$ cat src/sv/expected_flow_table_top_macros.svh
// ----------------------------------------------------------------------------
// Expected flow table assertion macros
// Clocked, reset-qualified assertion forms used by the flow table top.
// ----------------------------------------------------------------------------
`ifndef EXPECTED_FLOW_TABLE_TOP_MACROS_SVH
`define EXPECTED_FLOW_TABLE_TOP_MACROS_SVH

// Check a property at every clock edge outside reset.
`define EFT_ASSERT(lbl, prop, msg) \
  lbl: assert property (@(posedge clk_i) disable iff (!rst_ni) (prop)) else $error(msg);

// Check that a condition in one cycle implies a result in the next.
`define EFT_ASSERT_NEXT(lbl, ante, cons, msg) \
  lbl: assert property (@(posedge clk_i) disable iff (!rst_ni) (ante) |=> (cons)) \
    else $error(msg);

`endif

$ cat src/sv/eft_pkg.sv
// ----------------------------------------------------------------------------
// Expected flow table package
// Table depth, operation and status codes, and the types shared by the cells.
// ----------------------------------------------------------------------------
`default_nettype none

package eft_pkg;

  localparam int unsigned TABLE_DEPTH = 16;
  localparam int unsigned CNT_W       = $clog2(TABLE_DEPTH + 1);
  localparam int unsigned ENTRIES_W   = 5;

  typedef enum logic [1:0] {
    OP_INSERT = 2'd0,
    OP_SEARCH = 2'd1,
    OP_DELETE = 2'd2
  } op_e;

  typedef enum logic [1:0] {
    ST_NONE     = 2'd0,
    ST_HIT      = 2'd1,
    ST_INSERTED = 2'd2,
    ST_FULL     = 2'd3
  } status_e;

  // One stored flow
  typedef struct packed {
    logic [31:0] addr_a;
    logic [31:0] addr_b;
    logic [7:0]  protocol;
    logic [15:0] port;
  } entry_t;

  // Operation broadcast to every cell
  typedef struct packed {
    logic        exec;
    op_e         op;
    logic [31:0] addr_a;
    logic [31:0] addr_b;
    logic [7:0]  protocol;
    logic [15:0] port_a;
    logic [15:0] port_b;
  } cell_cmd_t;

endpackage

`default_nettype wire

$ cat src/sv/expected_flow_table_top.sv
// ----------------------------------------------------------------------------
// Expected flow table
// Insertion-ordered table of expected flows held in a row of cells, with
// insert, direction-blind search, and delete of the first match.
//
//   channel  dir  tuser            tdata
//   s_axis   in   opcode           addr_a, addr_b, protocol, port_a, port_b
//   m_axis   out  status           entries_held
//
// Each request is registered, then compared, run through the first-match
// chain and shifted across the whole cell row in its execute state. A new
// request is taken only once the previous one has committed.
// Reset empties the table at once through the cell valid bits.
// A result held by a stalled m_axis keeps the next request waiting in its
// execute cycle; a new request is still taken while a result waits.
// ----------------------------------------------------------------------------
`default_nettype none

module expected_flow_table_top
  import eft_pkg::*;
(
  input  wire logic         clk_i,
  input  wire logic         rst_ni,
  input  wire logic         s_axis_tvalid,
  output logic              s_axis_tready,
  // [31:0] addr_a, [63:32] addr_b, [71:64] protocol, [87:72] port_a,
  // [103:88] port_b
  input  wire logic [103:0] s_axis_tdata,
  // [1:0] opcode
  input  wire logic [1:0]   s_axis_tuser,
  output logic              m_axis_tvalid,
  input  wire logic         m_axis_tready,
  // [4:0] entries_held, [7:5] zero
  output logic [7:0]        m_axis_tdata,
  // [1:0] status
  output logic [1:0]        m_axis_tuser
);

  typedef enum logic {
    S_IDLE,
    S_EXEC
  } state_e;

  state_e     state_q;
  cell_cmd_t  cmd_q, cmd;
  logic       commit;
  logic [CNT_W-1:0] occ_q, occ_d;
  status_e    status_d, status_q;
  logic       m_valid_q;
  logic       full, any_hit;
  logic       ins_grow, del_hit;

  entry_t                 cell_entry [TABLE_DEPTH];
  logic [TABLE_DEPTH-1:0] cell_valid;
  logic [TABLE_DEPTH:0]   seen;

  assign s_axis_tready = (state_q == S_IDLE);
  assign commit        = (state_q == S_EXEC) && (!m_valid_q || m_axis_tready);

  always_comb begin
    cmd      = cmd_q;
    cmd.exec = commit;
  end

  assign seen[0] = 1'b0;

  for (genvar i = 0; i < TABLE_DEPTH; i++) begin : g_cell
    logic   prev_valid, next_valid;
    entry_t next_entry;

    if (i == 0) begin : g_first
      assign prev_valid = 1'b1;
    end else begin : g_mid
      assign prev_valid = cell_valid[i-1];
    end

    if (i == TABLE_DEPTH - 1) begin : g_last
      assign next_entry = '0;
      assign next_valid = 1'b0;
    end else begin : g_inner
      assign next_entry = cell_entry[i+1];
      assign next_valid = cell_valid[i+1];
    end

    eft_cell u_cell (
      .clk_i        (clk_i),
      .rst_ni       (rst_ni),
      .cmd_i        (cmd),
      .prev_valid_i (prev_valid),
      .next_entry_i (next_entry),
      .next_valid_i (next_valid),
      .seen_i       (seen[i]),
      .seen_o       (seen[i+1]),
      .entry_o      (cell_entry[i]),
      .valid_o      (cell_valid[i])
    );
  end

  assign full    = cell_valid[TABLE_DEPTH-1];
  assign any_hit = seen[TABLE_DEPTH];

  always_comb begin
    occ_d    = occ_q;
    status_d = ST_NONE;
    case (cmd_q.op)
      OP_INSERT: begin
        if (full) begin
          status_d = ST_FULL;
        end else begin
          status_d = ST_INSERTED;
          occ_d    = occ_q + 1'b1;
        end
      end
      OP_SEARCH: begin
        if (any_hit) status_d = ST_HIT;
      end
      OP_DELETE: begin
        if (any_hit) begin
          status_d = ST_HIT;
          occ_d    = occ_q - 1'b1;
        end
      end
      default: begin
        status_d = ST_NONE;
      end
    endcase
  end

  always_ff @(posedge clk_i or negedge rst_ni) begin
    if (!rst_ni) begin
      state_q   <= S_IDLE;
      occ_q     <= '0;
      m_valid_q <= 1'b0;
      status_q  <= ST_NONE;
    end else begin
      case (state_q)
        S_IDLE: begin
          // Drop the result once taken
          if (m_valid_q && m_axis_tready) m_valid_q <= 1'b0;
          if (s_axis_tvalid) state_q <= S_EXEC;
        end
        S_EXEC: begin
          // A commit replaces any result taken at this edge
          if (commit) begin
            state_q   <= S_IDLE;
            occ_q     <= occ_d;
            status_q  <= status_d;
            m_valid_q <= 1'b1;
          end
        end
        default: begin
          state_q <= S_IDLE;
        end
      endcase
    end
  end

  // Hold the request for its execute cycle
  always_ff @(posedge clk_i) begin
    if (s_axis_tvalid && s_axis_tready) begin
      cmd_q.exec     <= 1'b0;
      cmd_q.op       <= op_e'(s_axis_tuser);
      cmd_q.addr_a   <= s_axis_tdata[31:0];
      cmd_q.addr_b   <= s_axis_tdata[63:32];
      cmd_q.protocol <= s_axis_tdata[71:64];
      cmd_q.port_a   <= s_axis_tdata[87:72];
      cmd_q.port_b   <= s_axis_tdata[103:88];
    end
  end

  assign m_axis_tvalid = m_valid_q;
  assign m_axis_tuser  = status_q;
  assign m_axis_tdata  = {3'b000, ENTRIES_W'(occ_q)};

  assign ins_grow = commit && (cmd_q.op == OP_INSERT) && !full;
  assign del_hit  = commit && (cmd_q.op == OP_DELETE) && any_hit;

  `include "expected_flow_table_top_macros.svh"

  `EFT_ASSERT(a_count_matches_cells, $countones(cell_valid) == occ_q, "count disagrees")
  `EFT_ASSERT(a_valid_packed, (cell_valid & (cell_valid + 1'b1)) == '0, "cells not packed")
  `EFT_ASSERT_NEXT(a_insert_grows, ins_grow, occ_q == $past(occ_q) + 1'b1, "insert no growth")
  `EFT_ASSERT_NEXT(a_delete_frees_top, del_hit, !cell_valid[TABLE_DEPTH-1], "top cell valid")

endmodule

`default_nettype wire

$ cat src/sv/eft_cell.sv
// ----------------------------------------------------------------------------
// Expected flow table cell
// Holds one flow and its valid bit, matches it against the broadcast
// operation, and takes its upper neighbor's flow when a delete closes a gap.
// ----------------------------------------------------------------------------
`default_nettype none

module eft_cell
  import eft_pkg::*;
(
  input  wire logic      clk_i,
  input  wire logic      rst_ni,
  input  wire cell_cmd_t cmd_i,
  input  wire logic      prev_valid_i,
  input  wire entry_t    next_entry_i,
  input  wire logic      next_valid_i,
  input  wire logic      seen_i,
  output logic           seen_o,
  output entry_t         entry_o,
  output logic           valid_o
);

  entry_t entry_q, entry_d;
  logic   valid_q, valid_d;
  logic   match, hit, do_ins, do_shift;

  always_comb begin
    match = ((entry_q.addr_a == cmd_i.addr_a) || (entry_q.addr_a == cmd_i.addr_b)) &&
            ((entry_q.addr_b == cmd_i.addr_a) || (entry_q.addr_b == cmd_i.addr_b)) &&
            (entry_q.protocol == cmd_i.protocol) &&
            ((entry_q.port == cmd_i.port_a) || (entry_q.port == cmd_i.port_b));
    hit    = valid_q && match;
    seen_o = seen_i || hit;

    // The first free cell sits right above the last valid one
    do_ins   = cmd_i.exec && (cmd_i.op == OP_INSERT) && !valid_q && prev_valid_i;
    // Every cell from the first match upward moves down by one
    do_shift = cmd_i.exec && (cmd_i.op == OP_DELETE) && seen_o;

    entry_d = entry_q;
    valid_d = valid_q;
    if (do_ins) begin
      entry_d.addr_a   = cmd_i.addr_a;
      entry_d.addr_b   = cmd_i.addr_b;
      entry_d.protocol = cmd_i.protocol;
      entry_d.port     = cmd_i.port_a;
      valid_d          = 1'b1;
    end else if (do_shift) begin
      entry_d = next_entry_i;
      valid_d = next_valid_i;
    end
  end

  always_ff @(posedge clk_i or negedge rst_ni) begin
    if (!rst_ni) begin
      valid_q <= 1'b0;
    end else begin
      valid_q <= valid_d;
    end
  end

  always_ff @(posedge clk_i) begin
    entry_q <= entry_d;
  end

  assign entry_o = entry_q;
  assign valid_o = valid_q;

endmodule

`default_nettype wire

$ cat config.mk
export PLATFORM = sky130hd
export DESIGN_NAME = expected_flow_table_top
export DESIGN_NICKNAME = d
export VERILOG_FILES = /design/src/sv/eft_pkg.sv /design/src/sv/expected_flow_table_top.sv /design/src/sv/eft_cell.sv
export VERILOG_INCLUDE_DIRS = /design/src /design/src/sv
export SDC_FILE = /design/constraint.sdc
export NUM_CORES = 2
export LEC_CHECK = 0
export BUFFER_PORTS_ARGS = -buffer_cell sky130_fd_sc_hd__buf_2
export CAP_MARGIN = 0
export CELL_PAD_IN_SITES_DETAIL_PLACEMENT = 0
export CELL_PAD_IN_SITES_GLOBAL_PLACEMENT = 1
export CORE_MARGIN = 2
export CORE_UTILIZATION = 49
export DETAILED_ROUTE_END_ITERATION = 16
export GPL_ROUTABILITY_DRIVEN = 0
export PLACE_DENSITY_LB_ADDON = 0.1
export SYNTH_ARGS = -nofsm -noshare
export SYNTH_HDL_FRONTEND = slang
export SYNTH_SLANG_ARGS = --single-unit
$ cat constraint.sdc
create_clock -name clk_i -period 9.2 [get_ports clk_i]
set_input_delay 1.84 -clock clk_i [delete_from_list [all_inputs] [get_ports clk_i]]
set_output_delay 1.84 -clock clk_i [all_outputs]
set_load 0.03 [all_outputs]
==> impl_metrics.env <==
export IMPL_status="finished, final reports clean"
export IMPL_crit_chain="buf_4 > buf_4 > xnor2_1 > nand4_1 > nor4_1 > a22oi_1 > a2111oi_2 > buf_4 > nor3_2 > nand3_1 > o31a_1 > a31o_4 > buf_4"
export IMPL_cts_sinks=1539
export IMPL_synthToLayoutAreaGrowth_pct=7.84
export IMPL_post_route_period_util=0.636
export IMPL_max_cap_violations=0
export IMPL_yosys_register_bits=1539
export IMPL_synth_area_leaders="edfxtp_1 47%, mux2_2 15%, xor2_1 12%"
export IMPL_drc=0
export IMPL_grt_pass1_wl_mm=455
export IMPL_die_area_um2=199000
export IMPL_grt_usage=0.316
export IMPL_grt_pass1_vias=62500
export IMPL_crit_required_ps=9680
export IMPL_p_total_mw=20.7
export IMPL_synth_top_area_share=0.474
export IMPL_start_kind="register"
export IMPL_max_freq_ghz=0.171
export IMPL_max_stage_delay_ps=740
export IMPL_grt_overflow=0
export IMPL_final_area_um2=103000
export IMPL_synth_sequential_area_ratio=0.481
export IMPL_syn_area_per_cell_um2=13.1
export IMPL_die_x_um=446
export IMPL_routed_wl_mm=317
export IMPL_fin_ws_ps=3350
export IMPL_drv_slew=0
export IMPL_clock_latency_ps=850
export IMPL_hold_viol_final=0
export IMPL_synthCells=7315
export IMPL_nets=7333
export IMPL_synthFlopType="edfxtp_1"
export IMPL_cp_max_fo=50
export IMPL_num_rows=162
export IMPL_placed_cells=9660
export IMPL_path_class="reg2reg"
export IMPL_irDropWorstVdd_mv=0.258
export IMPL_setup_viol_count_final=0
export IMPL_cp_arrival_ps=6330
export IMPL_synth_area_um2=95900
export IMPL_power_leakage_nw=33.7
export IMPL_coreArea_um2=195000
export IMPL_cts_setup_buffers=0
export IMPL_ctsResizeCount=0
export IMPL_drtIter0Drc=5697
export IMPL_finClkSkew_ps=39.2
export IMPL_ant_nets=0
export IMPL_critPathSlowestCell="buf_4"
export IMPL_io_pin_count=122
export IMPL_synth_cell_types=64
export IMPL_clockRootBuffer="clkbuf_16"
export IMPL_worstMarginPinSlew_ps=1220
export IMPL_cts_max_path_buffers=3
export IMPL_p_per_area_nw_per_um2=200
export IMPL_grt_max_degree=91
export IMPL_cp_end_kind="register"
export IMPL_cts_tree="done"
export IMPL_setup_tns_ps=0
export IMPL_whs_ps=498
export IMPL_wl_per_cell_um=31.8
export IMPL_drive_above_1_share=0.264
export IMPL_hold_class="reg2reg"
export IMPL_layout_min_cycle_time_ps=5850
export IMPL_synth_edff_count=1514
export IMPL_synthArstFlopShare=0.0162
export IMPL_htree_levels=4
export IMPL_post_drt_via_cell_ratio=6.01
export IMPL_vias=60000
export IMPL_die_y_um=446
export IMPL_synth_largest_area_cell="edfxtp_1"
export IMPL_cp_common_cell="buf_4"
export IMPL_cts_made_buffers=178
export IMPL_firstDrtPassIters=5
export IMPL_start_util=0.492
export IMPL_final_core_util=0.531
export IMPL_antenna_found_initial=10
export IMPL_stdcell_count=9980
export IMPL_slew_headroom=0.190
export IMPL_yosysWarningCount=0
export IMPL_placed_area_um2=97900
export IMPL_rsz0062_at_grt="no"
export IMPL_dp_slack_ps=3570
export IMPL_path_clk_slew_ps=60
export IMPL_cts_hold_buffers_added=0
export IMPL_hpwl_mm=210
export IMPL_numPortBuffers=118
-- cells in the final DEF, fill, tap and decap left out, drive strengths merged, types with 4 or more instances in the layout --
cell	Yosys	routed
clkinv	0	59
edfxtp	1514	1514
nor3	18	18
nand4	420	420
buf	366	335
clkinvlp	0	13
xor2	1346	1346
a21oi	4	4
xnor2	1346	1346
a31oi	4	4
diode	0	5
nor2	9	9
dfrtp	25	25
o21ai	15	15
a2111oi	6	6
bufinv	0	15
nand3	13	13
clkbuf	250	221
a21o	4	4
nor4	416	416
ha	6	6
o2111ai	7	7
nand3b	13	13
and4	4	4
a22oi	17	17
and2	89	89
mux2i	8	8
o22ai	16	16
mux2	1322	1322
inv	9	16
nand2	40	40
-- cells in the mapped netlist (3+ instances only) --
cell type	number
a2111oi_2	3
a21o_1	4
a21oi_1	3
a22oi_1	16
a31oi_2	3
and2_1	89
and3_1	3
buf_12	3
buf_2	105
buf_4	113
buf_6	142
buf_8	3
clkbuf_1	250
dfrtp_1	25
edfxtp_1	1514
ha_1	6
inv_1	9
mux2_2	1320
mux2i_1	8
nand2_1	40
nand2b_1	3
nand3_1	13
nand3b_1	13
nand4_1	419
nor2_1	9
nor3_1	15
nor3_2	3
nor4_1	414
o2111ai_1	5
o211ai_1	3
o21ai_0	7
o21ai_1	8
o22ai_1	16
xnor2_1	1345
xor2_1	1346
-- sequential cells by signal (all words and copies together) (netlist names) --
name,cells
m_axis_tuser,2
g_cell.u_cell.valid_o,16
g_cell.u_cell.entry_o,1408
cmd,106
state_q,1
m_axis_tvalid,1
occ_q,5
-- path summary, 6_finish.rpt --
path                            slack (ps)            start                       endpoint  cells after the start
min in group asynchronous             1100           rst_ni                m_axis_tuser[0]                      1
max in group asynchronous             7520           rst_ni       g_cell[9].u_cell.valid_o                      1
worst max-delay path                  3350          cmd[75]  g_cell[14].u_cell.entry_o[28]                     13
worst max register to register        3350          cmd[75]  g_cell[14].u_cell.entry_o[28]                     13
worst min register to register         500  m_axis_tuser[1]                m_axis_tuser[1]                      1
worst min-delay path                   500  m_axis_tuser[1]                m_axis_tuser[1]                      1
-- kinds of logic after synthesis --
group,Yosys count,synth area share
AOI/OAI and AO/OA,88,0.00755
xor gates and xnor gates,2692,0.246
adders and majority gates,7,0.000991
buffers and inverters,625,0.0422
DFF,1539,0.481
muxes,1330,0.156
other,1,0.0000391
and+or+nand+nor,1033,0.0666
-- where the power goes --
part | internal [mW] | switching (mW)
registers | 8.16 | 0.391
logic | 1.83 | 3.40
clock network | 4.00 | 2.93
-- worst max-delay path, delay by kind of cell, from the launching register on --
kind | cells | cell delay (ps)
AND/OR/NAND/NOR | 4 | 1120
flip-flops | 1 | 330
XOR/XNOR | 1 | 160
AO/OA/AOI/OAI | 4 | 1540
buffers and inverters | 4 | 2100
-- routing by layer --
metal  global-route usage  wire length (um)  share of wire
met1                0.414            132000           0.42
met2                0.509            147000           0.46
met3               0.0481             19700          0.062
met4                0.164             18200          0.057
met5                    0                23       0.000072
-- layout make-up --
type	count	area [um^2]
clock buffer	221	4680
multi-input combinational	5153	46000
antenna	5	12.5
fill	16500	91400
timing repair buffer	335	2510
clock inverter	94	870
tap	2624	3280
inverter	9	33.8
sequential	1539	46100
(Power assumes the default switching activity.)
